**config.mk**
```make
export PLATFORM = sky130hd
export DESIGN_NAME = hall_angle_speed_observer_flat
export DESIGN_NICKNAME = d
export VERILOG_FILES = /design/src/haso_pkg.sv /design/src/haso_if.sv /design/src/hall_angle_speed_observer.sv /design/src/flat_wrapper.sv
export SDC_FILE = /design/constraint.sdc
export NUM_CORES = 1
export LEC_CHECK = 0
export BUFFER_PORTS_ARGS = -buffer_cell sky130_fd_sc_hd__buf_2
export CORE_MARGIN = 1
export CORE_UTILIZATION = 50
export CTS_CLUSTER_SIZE = 8
export DETAILED_ROUTE_END_ITERATION = 12
export GPL_TIMING_DRIVEN = 0
export PLACE_DENSITY = 0.71
export SLEW_MARGIN = 25
export SYNTH_ARGS = -nofsm -noshare
export SYNTH_HDL_FRONTEND = slang
export SYNTH_SLANG_ARGS = --single-unit
```
**constraint.sdc**
```tcl
create_clock -name clk -period 8.15 [get_ports clk]
set_input_delay 0.815 -clock clk [delete_from_list [all_inputs] [get_ports clk]]
set_output_delay 0.815 -clock clk [all_outputs]
set_load 0.05 [all_outputs]
```
**src/haso_pkg.sv**
```systemverilog
// Shared types and constants for the hall angle and speed observer.
// No dependencies; every other file in src uses it by scoped names.
`timescale 1ns / 1ps

package haso_pkg;

  // Default angle and speed scaling
  localparam int ANGLE_BITS_DEF      = 16;
  localparam int SPEED_FRAC_BITS_DEF = 16;

  // Fixed field widths
  localparam int CODE_W    = 3;
  localparam int TICKS_W   = 16;
  localparam int ELAPSED_W = 32;
  localparam int SPEED_W   = 32;
  localparam int PROD_W    = 64;
  localparam int MIN_EL_W  = 16;
  localparam int RATE_W    = 31;

  // Configuration port
  localparam int CFG_ADDR_W = 3;
  localparam int CFG_DATA_W = 31;

  typedef enum logic [CFG_ADDR_W-1:0] {
    CFG_ANGLE_OFFSET     = 3'd0,
    CFG_FLIP_DIRECTION   = 3'd1,
    CFG_MIN_ELAPSED      = 3'd2,
    CFG_RATE_LIMIT       = 3'd3,
    CFG_SPEED_THRESHOLD  = 3'd4,
    CFG_PREDICTION_LIMIT = 3'd5
  } cfg_idx_t;

  // Register reset values; angle-valued ones are given for a 16-bit turn
  localparam longint ANGLE_OFFSET_RST16 = 54749;
  localparam longint PRED_LIMIT_RST16   = 13653;
  localparam int     MIN_ELAPSED_RST    = 50;
  localparam int     RATE_LIMIT_RST     = 32'h7FFF_FFFF;
  localparam int     SPEED_THR_RST      = 571;

  // Hall codes, bit0 = A, bit1 = B, bit2 = C
  localparam logic [CODE_W-1:0] HC_ALL_LO = 3'b000;
  localparam logic [CODE_W-1:0] HC_S0     = 3'b001;
  localparam logic [CODE_W-1:0] HC_S1     = 3'b011;
  localparam logic [CODE_W-1:0] HC_S2     = 3'b010;
  localparam logic [CODE_W-1:0] HC_S3     = 3'b110;
  localparam logic [CODE_W-1:0] HC_S4     = 3'b100;
  localparam logic [CODE_W-1:0] HC_S5     = 3'b101;
  localparam logic [CODE_W-1:0] HC_ALL_HI = 3'b111;

  // Sequencer states
  typedef enum logic [1:0] {
    ST_IDLE = 2'd0,
    ST_MUL  = 2'd1,
    ST_DIV  = 2'd2,
    ST_DONE = 2'd3
  } state_t;

endpackage

```
**src/haso_if.sv**
```systemverilog
// Valid/ready channel interfaces for hall samples and position results.
// Depends on haso_pkg for field widths.
`timescale 1ns / 1ps

interface haso_in_if;
  logic                        valid;
  logic                        ready;
  logic [haso_pkg::CODE_W-1:0] hall_code;
  logic [haso_pkg::TICKS_W-1:0] elapsed_ticks;

  modport source (output valid, output hall_code, output elapsed_ticks, input ready);
  modport sink   (input valid, input hall_code, input elapsed_ticks, output ready);
endinterface

interface haso_out_if #(
  parameter int ANGLE_BITS = haso_pkg::ANGLE_BITS_DEF
);
  logic                  valid;
  logic                  ready;
  logic                  position_valid;
  logic [ANGLE_BITS-1:0] position;
  logic                  observer_active;

  modport source (output valid, output position_valid, output position,
                  output observer_active, input ready);
  modport sink   (input valid, input position_valid, input position,
                  input observer_active, output ready);
endinterface

```
**src/hall_angle_speed_observer.sv**
```systemverilog
// Hall sector angle and speed observer with extrapolated rotor position.
// Depends on haso_pkg and the channel interfaces in haso_if.sv.
`timescale 1ns / 1ps
//
//  channel   dir  handshake          payload
//  in_ch     in   valid/ready        hall_code[2:0], elapsed_ticks[15:0]
//  out_ch    out  valid/ready        position_valid, position[AB-1:0], observer_active
//  cfg_*     in   cfg_we (no wait)   cfg_addr[2:0], cfg_wdata[30:0]
//
//  A valid sample is taken in, runs 32 shift-add steps of the shared 64-bit
//  adder for the travel product, then commits the result. A sector change with
//  enough elapsed time adds ANGLE_BITS+SPEED_FRAC_BITS restoring-divide steps
//  on the same adder. Codes 000 and 111 skip straight to the commit. Reset is
//  synchronous and clears control, observer and config state and output valid,
//  not work or payload registers. A result waits in the output register; the
//  next sample is taken meanwhile and only the commit cycle stalls until out_ch is free.

module hall_angle_speed_observer #(
  parameter int ANGLE_BITS      = haso_pkg::ANGLE_BITS_DEF,
  parameter int SPEED_FRAC_BITS = haso_pkg::SPEED_FRAC_BITS_DEF
) (
  input  logic                            clk,
  input  logic                            rst_n,
  haso_in_if.sink                         in_ch,
  haso_out_if.source                      out_ch,
  input  logic                            cfg_we,
  input  logic [haso_pkg::CFG_ADDR_W-1:0] cfg_addr,
  input  logic [haso_pkg::CFG_DATA_W-1:0] cfg_wdata
);

  localparam int AB    = ANGLE_BITS;
  localparam int SFB   = SPEED_FRAC_BITS;
  localparam int DW    = AB + SFB;
  localparam int EW    = haso_pkg::ELAPSED_W;
  localparam int SW    = haso_pkg::SPEED_W;
  localparam int PW    = haso_pkg::PROD_W;
  localparam int MW    = haso_pkg::MIN_EL_W;
  localparam int RW    = haso_pkg::RATE_W;
  localparam int CNT_W = $clog2((DW > EW) ? DW : EW);

  // Sector angles, rounded to the nearest angle unit
  localparam longint TURN = longint'(1) << AB;
  localparam logic [AB-1:0] SA1 = AB'((TURN * 1 + 3) / 6);
  localparam logic [AB-1:0] SA2 = AB'((TURN * 2 + 3) / 6);
  localparam logic [AB-1:0] SA3 = AB'((TURN * 3 + 3) / 6);
  localparam logic [AB-1:0] SA4 = AB'((TURN * 4 + 3) / 6);
  localparam logic [AB-1:0] SA5 = AB'((TURN * 5 + 3) / 6);

  localparam logic [AB-1:0] OFFSET_RST =
    AB'((haso_pkg::ANGLE_OFFSET_RST16 << AB) >> 16);
  localparam logic [AB-1:0] PLIM_RST =
    AB'((haso_pkg::PRED_LIMIT_RST16 << AB) >> 16);

  // Configuration registers
  logic [AB-1:0] offset_r;
  logic          flip_r;
  logic [MW-1:0] min_el_r;
  logic [RW-1:0] rate_r;
  logic [RW-1:0] thr_r;
  logic [AB-1:0] plim_r;

  // Observer state
  logic [AB-1:0] last_r;
  logic [SW-1:0] speed_r;
  logic [EW-1:0] count_r;
  logic          obs_r;

  // Sequencer and work registers
  haso_pkg::state_t state_r, state_nxt;
  logic             invalid_r;
  logic [AB-1:0]    pos_r;
  logic [EW-1:0]    elapsed_r;
  logic             diff_neg_r;
  logic [PW-1:0]    travel_r;
  logic [EW-1:0]    mpl_r;
  logic [DW-1:0]    quo_r;
  logic [EW-1:0]    rem_r;
  logic [CNT_W-1:0] cnt_r;

  // Output register
  logic          out_valid_r;
  logic          out_pv_r;
  logic [AB-1:0] out_pos_r;
  logic          out_obs_r;

  // Control
  logic in_fire, out_free, commit;

  // ---------------------------------------------------------------
  // Sample intake: sector angle, elapsed time, wrapped difference
  logic [haso_pkg::CODE_W-1:0] code;
  logic                        code_bad;
  logic [AB-1:0]               sect_ang, flip_ang, pos_new;
  logic [EW:0]                 el_sum;
  logic [EW-1:0]               el_new;
  logic [AB:0]                 diff_raw, diff_adj, diff_abs;
  logic                        spd_pos, spd_neg;

  assign spd_neg = speed_r[SW-1];
  assign spd_pos = !speed_r[SW-1] && (speed_r != '0);

  always_comb begin
    code     = in_ch.hall_code;
    code_bad = (code == haso_pkg::HC_ALL_LO) || (code == haso_pkg::HC_ALL_HI);
    case (code)
      haso_pkg::HC_S1: sect_ang = SA1;
      haso_pkg::HC_S2: sect_ang = SA2;
      haso_pkg::HC_S3: sect_ang = SA3;
      haso_pkg::HC_S4: sect_ang = SA4;
      haso_pkg::HC_S5: sect_ang = SA5;
      default:         sect_ang = '0;
    endcase
    flip_ang = flip_r ? (-sect_ang) : sect_ang;
    pos_new  = flip_ang + offset_r;

    // saturating elapsed count
    el_sum = {1'b0, count_r} + (EW + 1)'(in_ch.elapsed_ticks);
    el_new = el_sum[EW] ? '1 : el_sum[EW-1:0];

    // one turn added or removed flips the top bit of the AB+1 bit difference
    diff_raw = {1'b0, pos_new} - {1'b0, last_r};
    if ((spd_pos && diff_raw[AB]) || (spd_neg && !diff_raw[AB] && diff_raw != '0)) begin
      diff_adj = {~diff_raw[AB], diff_raw[AB-1:0]};
    end else begin
      diff_adj = diff_raw;
    end
    diff_abs = diff_adj[AB] ? (-diff_adj) : diff_adj;
  end

  // ---------------------------------------------------------------
  // Shared adder: shift-add multiply and restoring divide
  logic [PW-1:0] op_a, op_b, add_sum;
  logic          add_cin;
  logic [EW:0]   r_sh;
  logic          div_ge;

  always_comb begin
    r_sh    = {rem_r, quo_r[DW-1]};
    op_a    = '0;
    op_b    = '0;
    add_cin = 1'b0;
    case (state_r)
      haso_pkg::ST_MUL: begin
        op_a = {travel_r[PW-2:0], 1'b0};
        op_b = mpl_r[EW-1] ? {{(PW - SW){speed_r[SW-1]}}, speed_r} : '0;
      end
      haso_pkg::ST_DIV: begin
        op_a    = {{(PW - EW - 1){1'b0}}, r_sh};
        op_b    = ~{{(PW - EW){1'b0}}, elapsed_r};
        add_cin = 1'b1;
      end
      default: begin
        op_a = '0;
      end
    endcase
    add_sum = op_a + op_b + PW'(add_cin);
    div_ge  = !add_sum[PW-1];
  end

  // ---------------------------------------------------------------
  // Commit decisions, all from registered values
  logic             change, upd_try, q_ok, accepted, thr_hit;
  logic [PW-1:0]    lim, neg_lim, q_w;
  logic             ovr_pos, ovr_neg, obs_new;
  logic [SW:0]      sp_x, q_x, spd_sum;
  logic [AB-1:0]    predicted, pos_out;

  always_comb begin
    change   = (pos_r != last_r);
    upd_try  = change && (elapsed_r > EW'(min_el_r));
    q_w      = {{(PW - DW){1'b0}}, quo_r};
    q_ok     = q_w < PW'(rate_r);
    accepted = upd_try && q_ok;
    thr_hit  = $signed({speed_r[SW-1], speed_r}) > $signed({2'b00, thr_r});

    lim     = PW'(plim_r) << SFB;
    neg_lim = -lim;
    ovr_pos = $signed(travel_r) > $signed(lim);
    ovr_neg = $signed(travel_r) < $signed(neg_lim);

    if (change) begin
      obs_new = obs_r || thr_hit;
    end else begin
      obs_new = obs_r && !((spd_pos && ovr_pos) || (spd_neg && ovr_neg));
    end

    // average of old and new estimate, rounded toward minus infinity
    sp_x    = {speed_r[SW-1], speed_r};
    q_x     = q_w[SW:0];
    spd_sum = diff_neg_r ? (sp_x - q_x) : (sp_x + q_x);

    predicted = last_r + travel_r[SFB +: AB];
    pos_out   = obs_new ? predicted : pos_r;
  end

  // ---------------------------------------------------------------
  // Sequencer next state
  always_comb begin
    state_nxt = state_r;
    case (state_r)
      haso_pkg::ST_IDLE: begin
        if (in_ch.valid) begin
          state_nxt = code_bad ? haso_pkg::ST_DONE : haso_pkg::ST_MUL;
        end
      end
      haso_pkg::ST_MUL: begin
        if (cnt_r == '0) begin
          state_nxt = upd_try ? haso_pkg::ST_DIV : haso_pkg::ST_DONE;
        end
      end
      haso_pkg::ST_DIV: begin
        if (cnt_r == '0) begin
          state_nxt = haso_pkg::ST_DONE;
        end
      end
      haso_pkg::ST_DONE: begin
        if (out_free) begin
          state_nxt = haso_pkg::ST_IDLE;
        end
      end
      default: state_nxt = haso_pkg::ST_IDLE;
    endcase
  end

  // Sequencer outputs
  always_comb begin
    in_ch.ready = (state_r == haso_pkg::ST_IDLE);
    out_free    = !out_valid_r || out_ch.ready;
    commit      = (state_r == haso_pkg::ST_DONE) && out_free;
    in_fire     = in_ch.valid && in_ch.ready;
  end

  assign out_ch.valid           = out_valid_r;
  assign out_ch.position_valid  = out_pv_r;
  assign out_ch.position        = out_pos_r;
  assign out_ch.observer_active = out_obs_r;

  // ---------------------------------------------------------------
  // Configuration writes
  always_ff @(posedge clk) begin
    if (!rst_n) begin
      offset_r <= OFFSET_RST;
      flip_r   <= 1'b0;
      min_el_r <= MW'(haso_pkg::MIN_ELAPSED_RST);
      rate_r   <= RW'(haso_pkg::RATE_LIMIT_RST);
      thr_r    <= RW'(haso_pkg::SPEED_THR_RST);
      plim_r   <= PLIM_RST;
    end else if (cfg_we) begin
      case (cfg_addr)
        haso_pkg::CFG_ANGLE_OFFSET:     offset_r <= cfg_wdata[AB-1:0];
        haso_pkg::CFG_FLIP_DIRECTION:   flip_r   <= cfg_wdata[0];
        haso_pkg::CFG_MIN_ELAPSED:      min_el_r <= cfg_wdata[MW-1:0];
        haso_pkg::CFG_RATE_LIMIT:       rate_r   <= cfg_wdata[RW-1:0];
        haso_pkg::CFG_SPEED_THRESHOLD:  thr_r    <= cfg_wdata[RW-1:0];
        haso_pkg::CFG_PREDICTION_LIMIT: plim_r   <= cfg_wdata[AB-1:0];
        default: ;
      endcase
    end
  end

  // Control state, observer state and output valid
  always_ff @(posedge clk) begin
    if (!rst_n) begin
      state_r     <= haso_pkg::ST_IDLE;
      last_r      <= '0;
      speed_r     <= '0;
      count_r     <= '0;
      obs_r       <= 1'b0;
      out_valid_r <= 1'b0;
    end else begin
      state_r <= state_nxt;
      if (commit) begin
        out_valid_r <= 1'b1;
        if (!invalid_r) begin
          obs_r <= obs_new;
          if (accepted) begin
            speed_r <= spd_sum[SW:1];
            last_r  <= pos_r;
            count_r <= '0;
          end else begin
            count_r <= elapsed_r;
          end
        end
      end else if (out_ch.ready) begin
        out_valid_r <= 1'b0;
      end
    end
  end

  // Work registers: load on intake, then step the shared adder
  always_ff @(posedge clk) begin
    if (in_fire) begin
      invalid_r  <= code_bad;
      pos_r      <= pos_new;
      elapsed_r  <= el_new;
      mpl_r      <= el_new;
      travel_r   <= '0;
      quo_r      <= {diff_abs[AB-1:0], {SFB{1'b0}}};
      rem_r      <= '0;
      diff_neg_r <= diff_adj[AB];
      cnt_r      <= CNT_W'(EW - 1);
    end else begin
      case (state_r)
        haso_pkg::ST_MUL: begin
          travel_r <= add_sum;
          mpl_r    <= {mpl_r[EW-2:0], 1'b0};
          cnt_r    <= (cnt_r == '0) ? CNT_W'(DW - 1) : (cnt_r - 1'b1);
        end
        haso_pkg::ST_DIV: begin
          rem_r <= div_ge ? add_sum[EW-1:0] : r_sh[EW-1:0];
          quo_r <= {quo_r[DW-2:0], div_ge};
          cnt_r <= cnt_r - 1'b1;
        end
        default: ;
      endcase
    end
  end

  // Output payload
  always_ff @(posedge clk) begin
    if (commit) begin
      out_pv_r  <= !invalid_r;
      out_pos_r <= invalid_r ? '0 : pos_out;
      out_obs_r <= invalid_r ? 1'b0 : obs_new;
    end
  end

  // ---------------------------------------------------------------
  // Assertions
  a_sector_move_clears_count: assert property (@(posedge clk) disable iff (!rst_n)
    !$stable(last_r) |-> (count_r == '0))
    else $error("sector angle moved without clearing the elapsed count");

  a_div_only_on_change: assert property (@(posedge clk) disable iff (!rst_n)
    (state_r == haso_pkg::ST_DIV) |-> (pos_r != last_r))
    else $error("divider running without a sector change");

  a_invalid_skips_work: assert property (@(posedge clk) disable iff (!rst_n)
    (state_r == haso_pkg::ST_MUL || state_r == haso_pkg::ST_DIV) |-> !invalid_r)
    else $error("invalid hall code entered the arithmetic steps");

  a_observer_needs_valid: assert property (@(posedge clk) disable iff (!rst_n)
    (out_ch.valid && out_ch.observer_active) |-> out_ch.position_valid)
    else $error("observer flagged on an invalid position");

  a_intake_leaves_idle: assert property (@(posedge clk) disable iff (!rst_n)
    in_fire |=> (state_r != haso_pkg::ST_IDLE))
    else $error("sequencer stayed idle after a sample transfer");

endmodule
```
**src/flat_wrapper.sv**
```systemverilog
// flat-port wrapper written by rule: the top's interface ports become plain ports
module hall_angle_speed_observer_flat 
#(
  parameter int ANGLE_BITS      = haso_pkg::ANGLE_BITS_DEF,
  parameter int SPEED_FRAC_BITS = haso_pkg::SPEED_FRAC_BITS_DEF
)
  (clk, rst_n, cfg_we, cfg_addr, cfg_wdata, in_ch_valid, in_ch_hall_code, in_ch_elapsed_ticks, in_ch_ready, out_ch_valid, out_ch_position_valid, out_ch_position, out_ch_observer_active, out_ch_ready);
  haso_in_if in_ch_i ();
  haso_out_if #(.ANGLE_BITS(ANGLE_BITS)) out_ch_i ();
  input  logic clk;
  input  logic rst_n;
  input  logic cfg_we;
  input  logic [haso_pkg::CFG_ADDR_W-1:0] cfg_addr;
  input  logic [haso_pkg::CFG_DATA_W-1:0] cfg_wdata;
  input wire logic [$bits(in_ch_i.valid)-1:0] in_ch_valid;
  input wire logic [$bits(in_ch_i.hall_code)-1:0] in_ch_hall_code;
  input wire logic [$bits(in_ch_i.elapsed_ticks)-1:0] in_ch_elapsed_ticks;
  output wire logic [$bits(in_ch_i.ready)-1:0] in_ch_ready;
  output wire logic [$bits(out_ch_i.valid)-1:0] out_ch_valid;
  output wire logic [$bits(out_ch_i.position_valid)-1:0] out_ch_position_valid;
  output wire logic [$bits(out_ch_i.position)-1:0] out_ch_position;
  output wire logic [$bits(out_ch_i.observer_active)-1:0] out_ch_observer_active;
  input wire logic [$bits(out_ch_i.ready)-1:0] out_ch_ready;
  assign in_ch_i.valid = in_ch_valid;
  assign in_ch_i.hall_code = in_ch_hall_code;
  assign in_ch_i.elapsed_ticks = in_ch_elapsed_ticks;
  assign in_ch_ready = in_ch_i.ready;
  assign out_ch_valid = out_ch_i.valid;
  assign out_ch_position_valid = out_ch_i.position_valid;
  assign out_ch_position = out_ch_i.position;
  assign out_ch_observer_active = out_ch_i.observer_active;
  assign out_ch_i.ready = out_ch_ready;
  hall_angle_speed_observer #(.ANGLE_BITS(ANGLE_BITS), .SPEED_FRAC_BITS(SPEED_FRAC_BITS)) u_core (.clk(clk), .rst_n(rst_n), .in_ch(in_ch_i), .out_ch(out_ch_i), .cfg_we(cfg_we), .cfg_addr(cfg_addr), .cfg_wdata(cfg_wdata));
endmodule
```
==> results.py <==
metrics = {
    "timing": {
        "rsz0062_at_grt": "false",
        "fin_skew_ps": 51.2,
        "fmax_mhz": 143,
        "setup_viol_count_final": 0,
        "max_slew_margin": 0.279,
        "worst_pin_slew_ps": 1080,
        "fin_crit_ps": 6980,
        "hold_viol_final": 0,
        "finalMaxSlewViolations": 0,
        "fin_crit_sh": 0.857,
    },
    "floorplan": {
        "die_h_um": 250,
        "die-area_mm2": 0.0626,
        "initial_core_util": 0.508,
        "num_io_pins": 78,
        "fp.dieW_um": 250,
        "rows": 90,
        "coreArea_mm2": 0.0606,
    },
    "detailed_routing": {
        "wirelength_mm": 100,
        "antenna_left": 0,
        "drt_iter0_drc": 2708,
        "firstDrtPassIters": 6,
        "vias": 28352,
        "drc": 0,
        "via_per_inst": 6.11,
        "wl_per_cell_um": 21.6,
    },
    "pwr": {
        "p_comb_frac": 0.427,
        "pwr-share-seq": 0.326,
        "clkPwrFrac": 0.246,
        "p_switching_mw": 3.98,
        "irDropWorstVdd_v": 0.000256,
        "pwr_density_cell_mw_per_mm2": 278,
        "switching_share": 0.423,
        "p_int_mw": 5.44,
        "leakagePower_nw": 14.4,
    },
    "cells_and_area": {
        "areaGrowthSynthToFinish_pct": 10.1,
        "nNetsFinal": 4199,
        "final_cell_area_mm2": 0.0339,
        "mostFrequentLayoutCells": "nand2_1 (512), dfxtp_1 (312), ha_1 (306)",
        "fin_cells": 4643,
        "drive_above_1_share": 0.0518,
        "seq_area_mm2": 0.00973,
        "multi_input_area_mm2": 0.0197,
        "layout_commonest_cell": "nand2_1",
        "fillCellCount": 5734,
    },
    "synth": {
        "synth_warnings": 0,
        "synth_seq_area_share": 0.316,
        "syn_area_per_cell_um2": 8.35,
        "synth.top_cell.area_share": 0.203,
        "synth_nets": 4060,
        "netlist_top_cells_area": "dfxtp_1 (20%), ha_1 (12%), edfxtp_1 (11%)",
        "synth_largest_area_cell": "dfxtp_1",
        "synth_cells": 3689,
        "ys.flop_type": "dfxtp_1",
        "synth_cell_types": 87,
        "async_flop_share": 0,
        "synth_edf_count": 116,
        "synth_seq_cells": 428,
        "synthesis.area_mm2": 0.0308,
    },
    "clock_network": {
        "ctsRootBufferMaster": "clkbuf_16",
        "cts-hold-fix-buffers": 0,
        "cts.sinks": 428,
        "insertion_delay_ps": 660,
        "post_cts_buffers": 0,
        "clkTransAtPathRegs_ps": 50,
        "h-tree-depth": 2,
        "numCtsBuffers": 59,
        "clockBufferDepth": 3,
        "tritoncts": "built",
        "cts_resized": 0,
    },
    "placement": {
        "place_hpwl_mm": 77.1,
        "routabilityCongestion": 0.988,
        "io_buffers": 74,
        "placed_cells": 4549,
        "place_area_mm2": 0.0322,
    },
    "outcome": {
        "outcome": "finished clean",
    },
    "setup_path": {
        "required_ps": 8560,
        "arrival_ps": 7400,
        "crit_slowest_cell": "a2111oi_0",
        "start_kind": "input port",
        "path_max_fanout": 10,
        "crit_top_cell": "o21ai_0",
        "path_buf_inv": 4,
        "max_stage_delay_ps": 660,
        "cp-end-kind": "flop",
        "crit_family": "compound AO/OA/AOI/OAI gates",
        "critical_path_class": "in -> reg",
    },
    "grt": {
        "gr-total-overflow": 0,
        "grt_pass1_wl_mm": 153,
        "grt_max_degree": 33,
        "grt_use_total": 0.313,
        "antenna_found_initial": 4,
        "grt_pass1_vias": 26180,
    },
    "run": {
        "drv_cap": 0,
    },
    "worst_hold_path": {
        "hold_class": "in -> reg",
    },
}
[stage by stage]
stage          total power, mW  setup WS (ps)  utilization  hold slack (ps)  TNS [ps]
3_3_place_gp              6.90          -1000        0.530              453    -34150
3_5_place_dp              6.97            762        0.532              458         0
6_report                  9.42           1170        0.560              406         0
4_1_cts                   9.30           1370        0.559              387         0
5_1_grt                   9.86            570        0.559              428         0
2_1_floorplan             5.73           1960            -              441         0
[final cells by class]
class,count,area share
Tap cell,782,0.0289
Sequential cell,428,0.287
Clock inverter,3,0.00196
Inverter,188,0.0208
Buffer,179,0.0202
Clock buffer,90,0.0470
Multi-Input combinational cell,2894,0.581
Timing Repair Buffer,78,0.0131
Antenna cell,1,0.0000738
[flip-flops by register name, summed over array words and instances, names as in the netlist, 31 cells and up]
register / flops
u_core.count_r: 32
u_core.thr_r: 31
u_core.rate_r: 31
u_core.speed_r: 32
u_core.mpl_r: 32
u_core.elapsed_r: 32
u_core.travel_r: 64
u_core.rem_r: 32
u_core.quo_r: 32
[worst paths after layout]
kind	end	start	depth (start not counted)	slack, ps
worst min register to register	u_core.plim_r[3]$_SDFFE_PN0P_	u_core.plim_r[3]$_SDFFE_PN0P_	2	460
worst min-delay path	u_core.rate_r[24]$_SDFFE_PN1P_	cfg_wdata[24]	3	410
worst max-delay path	u_core.quo_r[17]$_DFFE_PP_	in_ch_hall_code[1]	26	1170
worst max register to register	u_core.quo_r[17]$_DFFE_PP_	u_core.flip_r$_SDFFE_PN0P_	21	1190
[power groups by stage]
stage / combinational (mW) / clock (mW) / sequential, mW
floorplan: 2.79 / 0 / 2.94
global placement: 3.81 / 0 / 3.09
global route: 4.35 / 2.41 / 3.09
CTS: 3.93 / 2.33 / 3.05
detailed placement: 3.89 / 0 / 3.09
finish: 4.03 / 2.32 / 3.07
[Yosys cell counts, types with 15 or more instances]
library cell	instances
mux2i_1	98
xnor2_1	129
o21ai_1	15
nand3b_1	44
or2_2	16
a21oi_1	227
o21bai_1	23
nand2b_1	27
clkbuf_1	168
a21boi_0	138
dfxtp_1	312
or3_1	19
xor2_1	71
a31oi_1	50
a211oi_1	19
a21o_1	118
nand2_1	512
o21a_1	25
ha_1	306
nor2_1	216
nand4_1	63
and2_1	48
o21ai_0	179
edfxtp_1	116
nand3_1	57
nor4_1	40
mux2_2	20
and3_1	59
nor3_1	63
nor2b_1	36
o211ai_1	80
a22o_1	34
inv_1	185
[kinds of logic after synthesis]
family | synth area share
buffers and inverters | 0.0451
multiplexers | 0.0399
AO/OA/AOI/OAI | 0.221
flip-flops | 0.316
AND/OR/NAND/NOR | 0.191
adder cells (fa/ha/maj) | 0.129
XOR/XNOR | 0.0578
[layer usage]
layer,part of all wire,track usage,up-vias
met1,0.45,0.439,13440
met4,0.033,0.104,2
li1,-,-,13620
met3,0.082,0.0513,182
met2,0.43,0.487,1108
met5,0.00013,0,-
[worst reg2reg max path, stage by stage (launching register included)]
cell and delay [ps]:
dfxtp_1 310, clkbuf_1 270, xnor2_1 130, o21ai_0 830, ha_1 420, o21ai_0 170, a21boi_0 190, o21ai_0 250
a21boi_0 160, o21ai_0 250, a21oi_1 130, o41ai_1 580, nand3_1 170, o211ai_1 240, ha_1 370, and3_1 210
a2111oi_0 660, o311ai_4 270, nor4b_2 340, a21o_1 240, inv_2 120, o311ai_1 390
Power figures use the tool's default switching activity.
